===== src/hw/rtl/eiba_pkg.sv =====
`timescale 1ns / 1ps
`default_nettype none

package eiba_pkg;

  localparam int unsigned MaxIds   = 1024;
  localparam int unsigned IdW      = 11;
  localparam int unsigned HighW    = 10;
  localparam int unsigned WordW    = 64;
  localparam int unsigned NumWords = MaxIds / WordW;
  localparam int unsigned WidxW    = $clog2(NumWords);
  localparam int unsigned BitW     = $clog2(WordW);
  // word index with one extra bit, so that an ID of MaxIds has a word number too
  localparam int unsigned GwW      = IdW - BitW;

  typedef logic [IdW-1:0]   id_t;
  typedef logic [HighW-1:0] high_t;
  typedef logic [WordW-1:0] word_t;
  typedef logic [WidxW-1:0] widx_t;
  typedef logic [BitW-1:0]  bidx_t;
  typedef logic [GwW-1:0]   gw_t;

  localparam id_t ReservedReset = id_t'(1015);
  localparam id_t IdNone        = id_t'(MaxIds);
  localparam id_t IdLast        = id_t'(MaxIds - 1);

  typedef enum logic [1:0] {
    OP_CREATE  = 2'd0,
    OP_DESTROY = 2'd1,
    OP_QUERY   = 2'd2,
    OP_FLUSH   = 2'd3
  } op_e;

  typedef enum logic [1:0] {
    STAT_OK        = 2'd0,
    STAT_NO_FREE   = 2'd1,
    STAT_BAD_HINT  = 2'd2,
    STAT_NOT_FOUND = 2'd3
  } status_e;

  typedef enum logic [2:0] {
    PH_CREATE,
    PH_DESTROY,
    PH_QUERY,
    PH_UP,
    PH_DOWN
  } phase_e;

  typedef enum logic [2:0] {
    ST_IDLE,
    ST_DISPATCH,
    ST_RD,
    ST_EV,
    ST_FIN
  } state_e;

  typedef struct packed {
    logic   accept;
    logic   dispatch;
    logic   start;
    logic   eval;
    logic   load_out;
    phase_e phase;
  } cmd_t;

  typedef struct packed {
    op_e  op;
    logic id_ok;
    logic done;
    logic fail;
    logic need_up;
    logic need_down;
  } dp_status_t;

  function automatic bidx_t first_set(word_t v);
    bidx_t r;
    r = '0;
    for (int i = WordW - 1; i >= 0; i--) begin
      if (v[i]) r = bidx_t'(i);
    end
    return r;
  endfunction

  function automatic bidx_t last_set(word_t v);
    bidx_t r;
    r = '0;
    for (int i = 0; i < WordW; i++) begin
      if (v[i]) r = bidx_t'(i);
    end
    return r;
  endfunction

endpackage

`default_nettype wire


===== src/hw/rtl/eiba_if.sv =====
`timescale 1ns / 1ps
`default_nettype none

interface eiba_in_if import eiba_pkg::*; ();
  logic valid;
  logic ready;
  logic [1:0] operation;
  id_t  entity_id;
  modport source (output valid, output operation, output entity_id, input ready);
  modport sink (input valid, input operation, input entity_id, output ready);
endinterface

interface eiba_out_if import eiba_pkg::*; ();
  logic  valid;
  logic  ready;
  id_t   result_id;
  logic [1:0] status;
  logic  exists;
  id_t   lowest_taken;
  high_t highest_taken;
  modport source (output valid, output result_id, output status, output exists,
                  output lowest_taken, output highest_taken, input ready);
  modport sink (input valid, input result_id, input status, input exists,
                input lowest_taken, input highest_taken, output ready);
endinterface

interface eiba_cfg_if import eiba_pkg::*; ();
  logic valid;
  logic ready;
  id_t  reserved_start;
  modport source (output valid, output reserved_start, input ready);
  modport sink (input valid, input reserved_start, output ready);
endinterface

`default_nettype wire


===== src/hw/rtl/eiba_ram.sv =====
`timescale 1ns / 1ps
`default_nettype none

module eiba_ram #(
  parameter int unsigned Width = 64,
  parameter int unsigned Depth = 16
) (
  input  wire logic                     clk_i,
  input  wire logic                     we_i,
  input  wire logic [$clog2(Depth)-1:0] waddr_i,
  input  wire logic [Width-1:0]         wdata_i,
  input  wire logic [$clog2(Depth)-1:0] raddr_i,
  output logic      [Width-1:0]         rdata_o
);

  logic [Width-1:0] mem_q [Depth];
  logic [Width-1:0] rdata_q;

  always_ff @(posedge clk_i) begin
    if (we_i) begin
      mem_q[waddr_i] <= wdata_i;
    end
    rdata_q <= mem_q[raddr_i];
  end

  assign rdata_o = rdata_q;

endmodule

`default_nettype wire


===== src/hw/rtl/eiba_ctrl.sv =====
`timescale 1ns / 1ps
`default_nettype none

module eiba_ctrl import eiba_pkg::*; (
  input  wire logic       clk_i,
  input  wire logic       rst_ni,
  input  wire logic       in_valid_i,
  output logic            in_ready_o,
  output logic            out_valid_o,
  input  wire logic       out_ready_i,
  input  wire dp_status_t dp_i,
  output cmd_t            cmd_o
);

  state_e state_q, state_d;
  phase_e phase_q, phase_d;
  logic   out_valid_q, out_valid_d;

  always_ff @(posedge clk_i or negedge rst_ni) begin
    if (!rst_ni) begin
      state_q     <= ST_IDLE;
      phase_q     <= PH_CREATE;
      out_valid_q <= 1'b0;
    end else begin
      state_q     <= state_d;
      phase_q     <= phase_d;
      out_valid_q <= out_valid_d;
    end
  end

  always_comb begin
    state_d     = state_q;
    phase_d     = phase_q;
    out_valid_d = out_valid_q && !out_ready_i;
    cmd_o       = '0;
    cmd_o.phase = phase_q;
    in_ready_o  = (state_q == ST_IDLE);
    unique case (state_q)
      ST_IDLE: begin
        if (in_valid_i) begin
          cmd_o.accept = 1'b1;
          state_d      = ST_DISPATCH;
        end
      end
      ST_DISPATCH: begin
        cmd_o.dispatch = 1'b1;
        state_d        = ST_FIN;
        unique case (dp_i.op)
          OP_CREATE: begin
            phase_d = PH_CREATE;
            if (dp_i.id_ok) state_d = ST_RD;
          end
          OP_DESTROY: begin
            phase_d = PH_DESTROY;
            if (dp_i.id_ok) state_d = ST_RD;
          end
          OP_QUERY: begin
            phase_d = PH_QUERY;
            if (dp_i.id_ok) state_d = ST_RD;
          end
          OP_FLUSH: begin
            state_d = ST_FIN;
          end
          default: state_d = ST_FIN;
        endcase
      end
      ST_RD: begin
        cmd_o.start = 1'b1;
        state_d     = ST_EV;
      end
      ST_EV: begin
        cmd_o.eval = 1'b1;
        if (dp_i.done) begin
          state_d = ST_FIN;
          priority if (phase_q == PH_DESTROY && !dp_i.fail && dp_i.need_up) begin
            phase_d = PH_UP;
            state_d = ST_RD;
          end else if ((phase_q == PH_DESTROY && !dp_i.fail || phase_q == PH_UP)
                       && dp_i.need_down) begin
            phase_d = PH_DOWN;
            state_d = ST_RD;
          end else begin
            state_d = ST_FIN;
          end
        end
      end
      ST_FIN: begin
        if (!out_valid_q || out_ready_i) begin
          cmd_o.load_out = 1'b1;
          out_valid_d    = 1'b1;
          state_d        = ST_IDLE;
        end
      end
      default: state_d = ST_IDLE;
    endcase
  end

  assign out_valid_o = out_valid_q;

endmodule

`default_nettype wire


===== src/hw/rtl/eiba_dpath.sv =====
`timescale 1ns / 1ps
`default_nettype none

module eiba_dpath import eiba_pkg::*; (
  input  wire logic       clk_i,
  input  wire logic       rst_ni,
  input  wire cmd_t       cmd_i,
  output dp_status_t      dp_o,
  input  wire logic [1:0] in_operation_i,
  input  wire id_t        in_entity_id_i,
  input  wire logic       cfg_valid_i,
  input  wire id_t        cfg_data_i,
  output id_t             out_result_id_o,
  output logic [1:0]      out_status_o,
  output logic            out_exists_o,
  output id_t             out_lowest_o,
  output high_t           out_highest_o
);

  op_e     op_q;
  id_t     id_q;
  id_t     reserved_q;
  id_t     lowest_q, lowest_d;
  high_t   highest_q, highest_d;
  id_t     lo_q, lo_d, hi_q, hi_d;
  logic    empty_q, empty_d;
  widx_t   widx_q, widx_d;
  logic [NumWords-1:0] valid_q, valid_d;
  id_t     res_id_q, res_id_d;
  status_e status_q, status_d;
  logic    exists_q, exists_d;
  id_t     out_res_q, out_low_q;
  status_e out_stat_q;
  logic    out_ex_q;
  high_t   out_high_q;

  word_t   rdata, word, mask, cand, wdata;
  logic    we, done, fail, found, bit_v, at_last;
  bidx_t   sel;
  gw_t     gw, lo_w, hi_w;
  id_t     g;

  eiba_ram #(.Width(WordW), .Depth(NumWords)) u_ram (
    .clk_i   (clk_i),
    .we_i    (we),
    .waddr_i (widx_q),
    .wdata_i (wdata),
    .raddr_i (widx_d),
    .rdata_o (rdata)
  );

  assign word = valid_q[widx_q] ? rdata : '0;
  assign gw   = {1'b0, widx_q};
  assign lo_w = lo_q[IdW-1:BitW];
  assign hi_w = hi_q[IdW-1:BitW];

  always_comb begin
    for (int b = 0; b < WordW; b++) begin
      mask[b] = ((gw > lo_w) || (gw == lo_w && bidx_t'(b) >= lo_q[BitW-1:0])) &&
                ((gw < hi_w) || (gw == hi_w && bidx_t'(b) <= hi_q[BitW-1:0]));
    end
  end

  assign cand  = (cmd_i.phase == PH_CREATE) ? (~word & mask) : (word & mask);
  assign found = |cand;
  assign sel   = (cmd_i.phase == PH_DOWN) ? last_set(cand) : first_set(cand);
  assign g     = {1'b0, widx_q, sel};
  assign bit_v = word[id_q[BitW-1:0]];
  assign at_last = (cmd_i.phase == PH_DOWN) ? (gw == lo_w) : (gw == hi_w);

  always_comb begin
    lowest_d  = lowest_q;
    highest_d = highest_q;
    lo_d      = lo_q;
    hi_d      = hi_q;
    empty_d   = empty_q;
    widx_d    = widx_q;
    valid_d   = valid_q;
    res_id_d  = res_id_q;
    status_d  = status_q;
    exists_d  = exists_q;
    we        = 1'b0;
    wdata     = word;
    done      = 1'b0;
    fail      = 1'b0;

    if (cmd_i.accept) begin
      res_id_d = in_entity_id_i;
      status_d = STAT_OK;
      exists_d = 1'b0;
    end

    if (cmd_i.dispatch) begin
      unique case (op_q)
        OP_CREATE: begin
          if (id_q >= IdNone) begin
            status_d = STAT_BAD_HINT;
            res_id_d = IdNone;
          end
        end
        OP_DESTROY: begin
          if (id_q >= IdNone) status_d = STAT_NOT_FOUND;
        end
        OP_FLUSH: begin
          valid_d   = '0;
          lowest_d  = IdNone;
          highest_d = '0;
        end
        default: ;
      endcase
    end

    if (cmd_i.start) begin
      empty_d = 1'b0;
      unique case (cmd_i.phase)
        PH_CREATE: begin
          lo_d = id_q;
          hi_d = IdLast;
        end
        PH_UP: begin
          lo_d    = lowest_q + id_t'(1);
          hi_d    = {1'b0, highest_q};
          empty_d = (lo_d > hi_d);
        end
        PH_DOWN: begin
          lo_d    = lowest_q;
          hi_d    = {1'b0, highest_q} - id_t'(1);
          empty_d = (highest_q == '0) || (lo_d > hi_d);
        end
        default: begin
          lo_d = id_q;
          hi_d = id_q;
        end
      endcase
      widx_d = (cmd_i.phase == PH_DOWN) ? hi_d[BitW+WidxW-1:BitW]
                                        : lo_d[BitW+WidxW-1:BitW];
    end

    if (cmd_i.eval) begin
      unique case (cmd_i.phase)
        PH_CREATE: begin
          if (found) begin
            done  = 1'b1;
            we    = 1'b1;
            wdata = word | (word_t'(1) << sel);
            valid_d[widx_q] = 1'b1;
            res_id_d = g;
            if (g < reserved_q) begin
              if (g < lowest_q) lowest_d = g;
              if (g > {1'b0, highest_q}) highest_d = g[HighW-1:0];
            end
          end else if (at_last) begin
            done     = 1'b1;
            status_d = STAT_NO_FREE;
            res_id_d = IdNone;
          end else begin
            widx_d = widx_q + widx_t'(1);
          end
        end
        PH_DESTROY: begin
          done = 1'b1;
          if (bit_v) begin
            we    = 1'b1;
            wdata = word & ~(word_t'(1) << id_q[BitW-1:0]);
            valid_d[widx_q] = 1'b1;
          end else begin
            fail     = 1'b1;
            status_d = STAT_NOT_FOUND;
          end
        end
        PH_QUERY: begin
          done     = 1'b1;
          exists_d = bit_v;
        end
        PH_UP: begin
          if (empty_q || (!found && at_last)) begin
            done     = 1'b1;
            lowest_d = IdNone;
          end else if (found) begin
            done     = 1'b1;
            lowest_d = g;
          end else begin
            widx_d = widx_q + widx_t'(1);
          end
        end
        PH_DOWN: begin
          if (empty_q || (!found && at_last)) begin
            done      = 1'b1;
            highest_d = '0;
          end else if (found) begin
            done      = 1'b1;
            highest_d = g[HighW-1:0];
          end else begin
            widx_d = widx_q - widx_t'(1);
          end
        end
        default: done = 1'b1;
      endcase
    end
  end

  always_ff @(posedge clk_i or negedge rst_ni) begin
    if (!rst_ni) begin
      reserved_q <= ReservedReset;
      lowest_q   <= IdNone;
      highest_q  <= '0;
      valid_q    <= '0;
      widx_q     <= '0;
    end else begin
      if (cfg_valid_i) reserved_q <= cfg_data_i;
      lowest_q  <= lowest_d;
      highest_q <= highest_d;
      valid_q   <= valid_d;
      widx_q    <= widx_d;
    end
  end

  always_ff @(posedge clk_i) begin
    if (cmd_i.accept) begin
      op_q <= op_e'(in_operation_i);
      id_q <= in_entity_id_i;
    end
    lo_q     <= lo_d;
    hi_q     <= hi_d;
    empty_q  <= empty_d;
    res_id_q <= res_id_d;
    status_q <= status_d;
    exists_q <= exists_d;
    if (cmd_i.load_out) begin
      out_res_q  <= res_id_q;
      out_stat_q <= status_q;
      out_ex_q   <= exists_q;
      out_low_q  <= lowest_q;
      out_high_q <= highest_q;
    end
  end

  assign dp_o.op        = op_q;
  assign dp_o.id_ok     = (id_q < IdNone);
  assign dp_o.done      = done;
  assign dp_o.fail      = fail;
  assign dp_o.need_up   = (id_q < reserved_q) && (id_q == lowest_q);
  assign dp_o.need_down = (id_q < reserved_q) && (id_q == {1'b0, highest_q});

  assign out_result_id_o = out_res_q;
  assign out_status_o    = out_stat_q;
  assign out_exists_o    = out_ex_q;
  assign out_lowest_o    = out_low_q;
  assign out_highest_o   = out_high_q;

endmodule

`default_nettype wire


===== src/hw/rtl/entity_id_bitmap_allocator.sv =====
`timescale 1ns / 1ps
`default_nettype none
// First-fit ID allocator over a 1024-entry taken bitmap, stored as sixteen 64-bit words.
// in_if: one transfer carries an operation (create, destroy, query, flush) and an ID.
// out_if: one result transfer per input transfer: result ID, status, exists flag and
//   the lowest / highest taken non-reserved IDs after the operation.
// cfg_if: writes reserved_start; always ready, write it only while the block is idle.
// One item is in work at a time. Flush and out-of-range IDs skip the bitmap,
//   query and destroy read one word, and create scans up to 16 words upward from the
//   word of the hint. A destroy that removes a bound adds a rescan per bound. The
//   upward rescan ends where the downward one stops, so both together read at most
//   17 words. Scans are paced by the single bitmap RAM read port: one word per cycle.
// Reset clears the bitmap at once through per-word valid bits, sets the bounds to
//   empty and reserved_start to 1015. A flush does the same to the bitmap and bounds.
// When the receiver stalls, the result is held in the output register and the next
//   input is still taken; its result waits until the held one is transferred.

module entity_id_bitmap_allocator import eiba_pkg::*; (
  input wire logic   clk_i,
  input wire logic   rst_ni,
  eiba_in_if.sink    in_if,
  eiba_out_if.source out_if,
  eiba_cfg_if.sink   cfg_if
);

  cmd_t       cmd;
  dp_status_t dp_status;

  // configuration writes are taken in any cycle
  assign cfg_if.ready = 1'b1;

  eiba_ctrl u_ctrl (
    .clk_i       (clk_i),
    .rst_ni      (rst_ni),
    .in_valid_i  (in_if.valid),
    .in_ready_o  (in_if.ready),
    .out_valid_o (out_if.valid),
    .out_ready_i (out_if.ready),
    .dp_i        (dp_status),
    .cmd_o       (cmd)
  );

  eiba_dpath u_dpath (
    .clk_i           (clk_i),
    .rst_ni          (rst_ni),
    .cmd_i           (cmd),
    .dp_o            (dp_status),
    .in_operation_i  (in_if.operation),
    .in_entity_id_i  (in_if.entity_id),
    .cfg_valid_i     (cfg_if.valid),
    .cfg_data_i      (cfg_if.reserved_start),
    .out_result_id_o (out_if.result_id),
    .out_status_o    (out_if.status),
    .out_exists_o    (out_if.exists),
    .out_lowest_o    (out_if.lowest_taken),
    .out_highest_o   (out_if.highest_taken)
  );

  // one item at a time: after a transfer in, no new transfer in the next cycle
  assert property (@(posedge clk_i) disable iff (!rst_ni)
    (in_if.valid && in_if.ready) |=> !in_if.ready)
    else $error("input taken while an item is in work");

  // a failed create reports no ID
  assert property (@(posedge clk_i) disable iff (!rst_ni)
    (out_if.valid && (out_if.status == STAT_NO_FREE || out_if.status == STAT_BAD_HINT))
    |-> (out_if.result_id == IdNone))
    else $error("failed create with an ID");

  // exists is only reported with an ok status
  assert property (@(posedge clk_i) disable iff (!rst_ni)
    (out_if.valid && out_if.exists) |-> (out_if.status == STAT_OK))
    else $error("exists flag with error status");

endmodule

`default_nettype wire


===== src/flat_wrapper.sv =====
// flat-port wrapper written by rule: the top's interface ports become plain ports
module entity_id_bitmap_allocator_flat import eiba_pkg::*;
  (clk_i, rst_ni, in_if_valid, in_if_operation, in_if_entity_id, in_if_ready, out_if_valid, out_if_result_id, out_if_status, out_if_exists, out_if_lowest_taken, out_if_highest_taken, out_if_ready, cfg_if_valid, cfg_if_reserved_start, cfg_if_ready);
  eiba_in_if in_if_i ();
  eiba_out_if out_if_i ();
  eiba_cfg_if cfg_if_i ();
  input wire logic clk_i;
  input wire logic rst_ni;
  input wire logic [$bits(in_if_i.valid)-1:0] in_if_valid;
  input wire logic [$bits(in_if_i.operation)-1:0] in_if_operation;
  input wire logic [$bits(in_if_i.entity_id)-1:0] in_if_entity_id;
  output wire logic [$bits(in_if_i.ready)-1:0] in_if_ready;
  output wire logic [$bits(out_if_i.valid)-1:0] out_if_valid;
  output wire logic [$bits(out_if_i.result_id)-1:0] out_if_result_id;
  output wire logic [$bits(out_if_i.status)-1:0] out_if_status;
  output wire logic [$bits(out_if_i.exists)-1:0] out_if_exists;
  output wire logic [$bits(out_if_i.lowest_taken)-1:0] out_if_lowest_taken;
  output wire logic [$bits(out_if_i.highest_taken)-1:0] out_if_highest_taken;
  input wire logic [$bits(out_if_i.ready)-1:0] out_if_ready;
  input wire logic [$bits(cfg_if_i.valid)-1:0] cfg_if_valid;
  input wire logic [$bits(cfg_if_i.reserved_start)-1:0] cfg_if_reserved_start;
  output wire logic [$bits(cfg_if_i.ready)-1:0] cfg_if_ready;
  assign in_if_i.valid = in_if_valid;
  assign in_if_i.operation = in_if_operation;
  assign in_if_i.entity_id = in_if_entity_id;
  assign in_if_ready = in_if_i.ready;
  assign out_if_valid = out_if_i.valid;
  assign out_if_result_id = out_if_i.result_id;
  assign out_if_status = out_if_i.status;
  assign out_if_exists = out_if_i.exists;
  assign out_if_lowest_taken = out_if_i.lowest_taken;
  assign out_if_highest_taken = out_if_i.highest_taken;
  assign out_if_i.ready = out_if_ready;
  assign cfg_if_i.valid = cfg_if_valid;
  assign cfg_if_i.reserved_start = cfg_if_reserved_start;
  assign cfg_if_ready = cfg_if_i.ready;
  entity_id_bitmap_allocator u_core (.clk_i(clk_i), .rst_ni(rst_ni), .in_if(in_if_i), .out_if(out_if_i), .cfg_if(cfg_if_i));
endmodule

===== config.mk =====
export PLATFORM = sky130hd
export DESIGN_NAME = entity_id_bitmap_allocator_flat
export DESIGN_NICKNAME = d
export VERILOG_FILES = /design/src/hw/rtl/eiba_pkg.sv /design/src/hw/rtl/eiba_if.sv /design/src/hw/rtl/eiba_ram.sv /design/src/hw/rtl/eiba_ctrl.sv /design/src/hw/rtl/eiba_dpath.sv /design/src/hw/rtl/entity_id_bitmap_allocator.sv /design/src/flat_wrapper.sv
export SDC_FILE = /design/constraint.sdc
export NUM_CORES = 2
export LEC_CHECK = 0
export BUFFER_PORTS_ARGS = -buffer_cell sky130_fd_sc_hd__buf_4
export CELL_PAD_IN_SITES_DETAIL_PLACEMENT = 2
export CELL_PAD_IN_SITES_GLOBAL_PLACEMENT = 2
export CORE_ASPECT_RATIO = 1.5
export CORE_MARGIN = 8
export CORE_UTILIZATION = 30
export DETAILED_ROUTE_END_ITERATION = 10
export PLACE_DENSITY = 0.63
export SYNTH_ARGS = -nofsm -noshare
export SYNTH_HDL_FRONTEND = slang
export SYNTH_SLANG_ARGS = --single-unit

===== constraint.sdc =====
create_clock -name clk_i -period 22.1 [get_ports clk_i]
set_input_delay 4.42 -clock clk_i [delete_from_list [all_inputs] [get_ports clk_i]]
set_output_delay 4.42 -clock clk_i [all_outputs]
set_load 0.02 [all_outputs]

==> results_dict.tcl <==
set metrics [dict create \
    status "finished clean" \
    clock_skew_ns 0.0334 \
    overflow 0 \
    synth_edf_count 1095 \
    yosysSeqAreaShare_pct 62.2 \
    dieArea_um2 207000 \
    antenna_found_initial 1 \
    tns_ns 0 \
    cpMaxStageDelayCell "buf_4" \
    first_global_vias 45211 \
    track_usage_pct 21.4 \
    synth-seq-cells 1232 \
    num_io_pins 67 \
    worst_slew_pin_slew_ns 1.34 \
    synth_ff_type "edfxtp_1" \
    crit_path_start_kind "flip-flop" \
    cts_tree "yes" \
    clock-sinks 1232 \
    initial_core_util_pct 30.1 \
    finalCritPeriodShare_pct 46.8 \
    yosysWarnings 0 \
    yosys.area.top_type "edfxtp_1" \
    worstPathMaxFanout 65 \
    setup_viol 0 \
    row_count 197 \
    async_flop_share_pct 4.79 \
    cp-end-kind "flip-flop" \
    fp.dieH_um 554 \
    rsz0062_at_grt "false" \
    crit_buf_inv 5 \
    postCtsHoldBufs 0 \
    cts_buffers 116 \
    max_stage_delay_ns 0.82 \
    critical_path.top_delay_family "buffers and inverters" \
    maxCapViolations 0 \
    syn_area_per_cell_um2 12.4 \
    crit_chain "inv_1 -> ha_1 -> nand2b_1 -> a211oi_4 -> o21ai_0 -> nand2_1 -> a211oi_1 -> a21oi_1 -> nand3b_1 -> or4_4 -> or4_4 -> or3_4 -> mux2i_1 -> a221oi_4 -> buf_4 -> buf_4 -> buf_4 -> buf_4 -> mux2i_1 -> mux2_2 -> o32ai_1 -> a221o_1" \
    place.gp.congestion 0.984 \
    layout.nets 4783 \
    dr.first_iter.drc_count 2437 \
    finalCriticalPeriod_ns 10.35 \
    hold_class "flip-flop to flip-flop" \
    cts_setup_buffers 0 \
    clk_pin_slew_ns 0.07 \
    synth_top_area_share_pct 56.9 \
    utilization_pct 33.9 \
    drt-wirelength-per-cell_um 31.7 \
    cts_resized 0 \
    buffer_ports.inserted 65 \
    critPathKind "flip-flop to flip-flop" \
    crit_top_cell "buf_4" \
    synth_fp_nets 4782 \
    postRouteAntennaNets 0 \
    vias_per_cell 5.69 \
    synthCells 4680 \
    grt_pass1_wl_mm 328 \
    slew_violations 0 \
    syn2layout_area_growth_pct 12.6 \
    firstDrtPassIters 5 \
    grt_max_degree 180 \
    via_count 41346 \
    clock_path_buffers 3 \
    max_freq_ghz 0.0966 \
    htreeDepth 3 \
    synth.area.top_cells "edfxtp_1 (57%), nand2_1 (3.7%), mux2i_1 (2.8%)" \
    core_um2 192000 \
    dp_hpwl_mm 151 \
    maxSlewHeadroom_pct 10.3 \
    ys_types 101 \
    root_buffer "clkbuf_16" \
    wl_mm 230 \
    drc 0 \
    clk-insertion-delay-late_ns 0.76 \
    die_width_um 374 \
    hold_viol_final 0 \
    worst_ep_arrival_time_ns 11.00 \
    synthesis.area_um2 57800 \
    critPathRequiredTime_ns 22.75 \
    drive_gt1_share_pct 12.0 \
    r2r_slack_ns 11.75 \
]
[registers in the layout, summed over array words and instances, names as in the netlist, 2 cells and up]
register / cells
u_core.u_ctrl.phase_q: 3
u_core.u_ctrl.state_q: 3
u_core.u_dpath.hi_q: 11
u_core.u_dpath.highest_q: 10
u_core.u_dpath.id_q: 11
u_core.u_dpath.lo_q: 11
u_core.u_dpath.lowest_q: 11
u_core.u_dpath.op_q: 2
u_core.u_dpath.out_highest_o: 10
u_core.u_dpath.out_lowest_o: 11
u_core.u_dpath.out_result_id_o: 11
u_core.u_dpath.out_status_o: 2
u_core.u_dpath.res_id_q: 11
u_core.u_dpath.reserved_q: 11
u_core.u_dpath.status_q: 2
u_core.u_dpath.u_ram.mem_q: 1024
u_core.u_dpath.u_ram.rdata_o: 64
u_core.u_dpath.valid_q: 16
u_core.u_dpath.widx_q: 4
[cells in the final DEF (no fill, tap or decap), types with 21 or more instances in the layout]
cell,n
clkbuf_1,29
and2_1,211
nor4_1,22
nand2_1,574
mux2_2,66
dfrtp_1,49
o22ai_1,39
nor3_1,52
nand4_1,29
inv_1,83
o21ai_0,151
dfxtp_1,78
a31oi_1,148
o211ai_1,28
a21o_1,86
clkinv_2,21
buf_4,197
and3_1,88
edfxtp_1,1095
ha_1,73
mux2i_1,159
o32ai_1,72
a211oi_1,185
nand3_1,74
nand2b_1,34
a221o_1,72
nor2_1,176
xnor2_1,71
nor2b_1,28
xor2_1,24
a22oi_1,24
a21oi_1,191
clkbuf_16,119
a211oi_2,30
[worst reg2reg max path: stages (launching register included)]
cell and delay, ns:
dfrtp_1 0.78, inv_1 0.36, ha_1 0.29, nand2b_1 0.21, a211oi_4 0.70, o21ai_0 0.43
nand2_1 0.54, a211oi_1 0.22, a21oi_1 0.35, nand3b_1 0.26, or4_4 0.65, or4_4 0.66
or3_4 0.48, mux2i_1 0.17, a221oi_4 0.32, buf_4 0.54, buf_4 0.67, buf_4 0.81
buf_4 0.89, mux2i_1 0.36, mux2_2 0.19, o32ai_1 0.06, a221o_1 0.30
[logic make-up after synthesis]
family | share of synthesized area [%]
muxes | 4.88
xor gates and xnor gates | 1.44
DFF | 62.2
buffers and inverters | 3.00
adders and majority gates | 1.58
other | 0.00649
and+or+nand+nor | 11.8
AOI/OAI and AO/OA | 15.2
[cells in the mapped netlist, types with 66 or more instances]
library cell  instances
nand2_1             577
and2_1              211
a211oi_1            185
edfxtp_1           1095
ha_1                 73
inv_1                83
o21ai_0             151
nor2_1              193
dfxtp_1              78
nand3_1              74
a31oi_1             148
mux2_2               66
clkbuf_1            198
buf_2                73
o32ai_1              72
a221o_1              72
mux2i_1             159
a21oi_1             191
a21o_1               86
xnor2_1              71
and3_1               89
[layer usage]
metal	wire length, um	vias up	global-route usage, %	share of wire (%)
li1	-	17950	-	-
met1	88400	21957	23.8	38
met2	120000	961	39.3	52
met3	7910	478	2.72	3.4
met4	14500	0	11.9	6.3
met5	0	-	0	0
[metrics by stage]
step	cells	setup WS, ns	area [um^2]	hold WS (ns)
after CTS	7269	11.80	65100	0.435
after detailed placement	7050	11.87	61200	0.418
after floorplan	4680	13.16	57800	0.402
after global routing	7270	11.34	65100	0.437
after global placement	7050	12.07	61200	0.414
final	7272	11.75	65100	0.431
[cell type report]
cell class              instances  area, um^2
diodes                          3        7.51
multi-input cells            3048       20400
inverters                      85         332
clock buffers                 163        3290
repair buffers                198        1500
fillers                     19971      127000
clock inverters                56         531
flip-flops and latches       1232       35900
well taps                    2487        3110
[worst paths after layout]
kind | from | cells past startpoint | end
worst max-delay path | u_core.u_dpath.widx_q[0]$_DFF_PN0_ | 22 | u_core.u_dpath.u_ram.rdata_o[56]$_DFF_P_
worst min-delay path | u_core.u_dpath.res_id_q[9]$_DFF_P_ | 0 | u_core.u_dpath.out_result_id_o[9]$_DFFE_PP_
worst max register to register | u_core.u_dpath.widx_q[0]$_DFF_PN0_ | 22 | u_core.u_dpath.u_ram.rdata_o[56]$_DFF_P_
worst min register to register | u_core.u_dpath.res_id_q[9]$_DFF_P_ | 0 | u_core.u_dpath.out_result_id_o[9]$_DFFE_PP_
max in group asynchronous | rst_ni | 1 | u_core.u_dpath.valid_q[9]$_DFF_PN0_
min in group asynchronous | rst_ni | 1 | u_core.u_dpath.lowest_q[8]$_DFF_PN0_
Power is not shown: default switching activity piles up to over one toggle a cycle in this logic, so the estimate is an artifact.
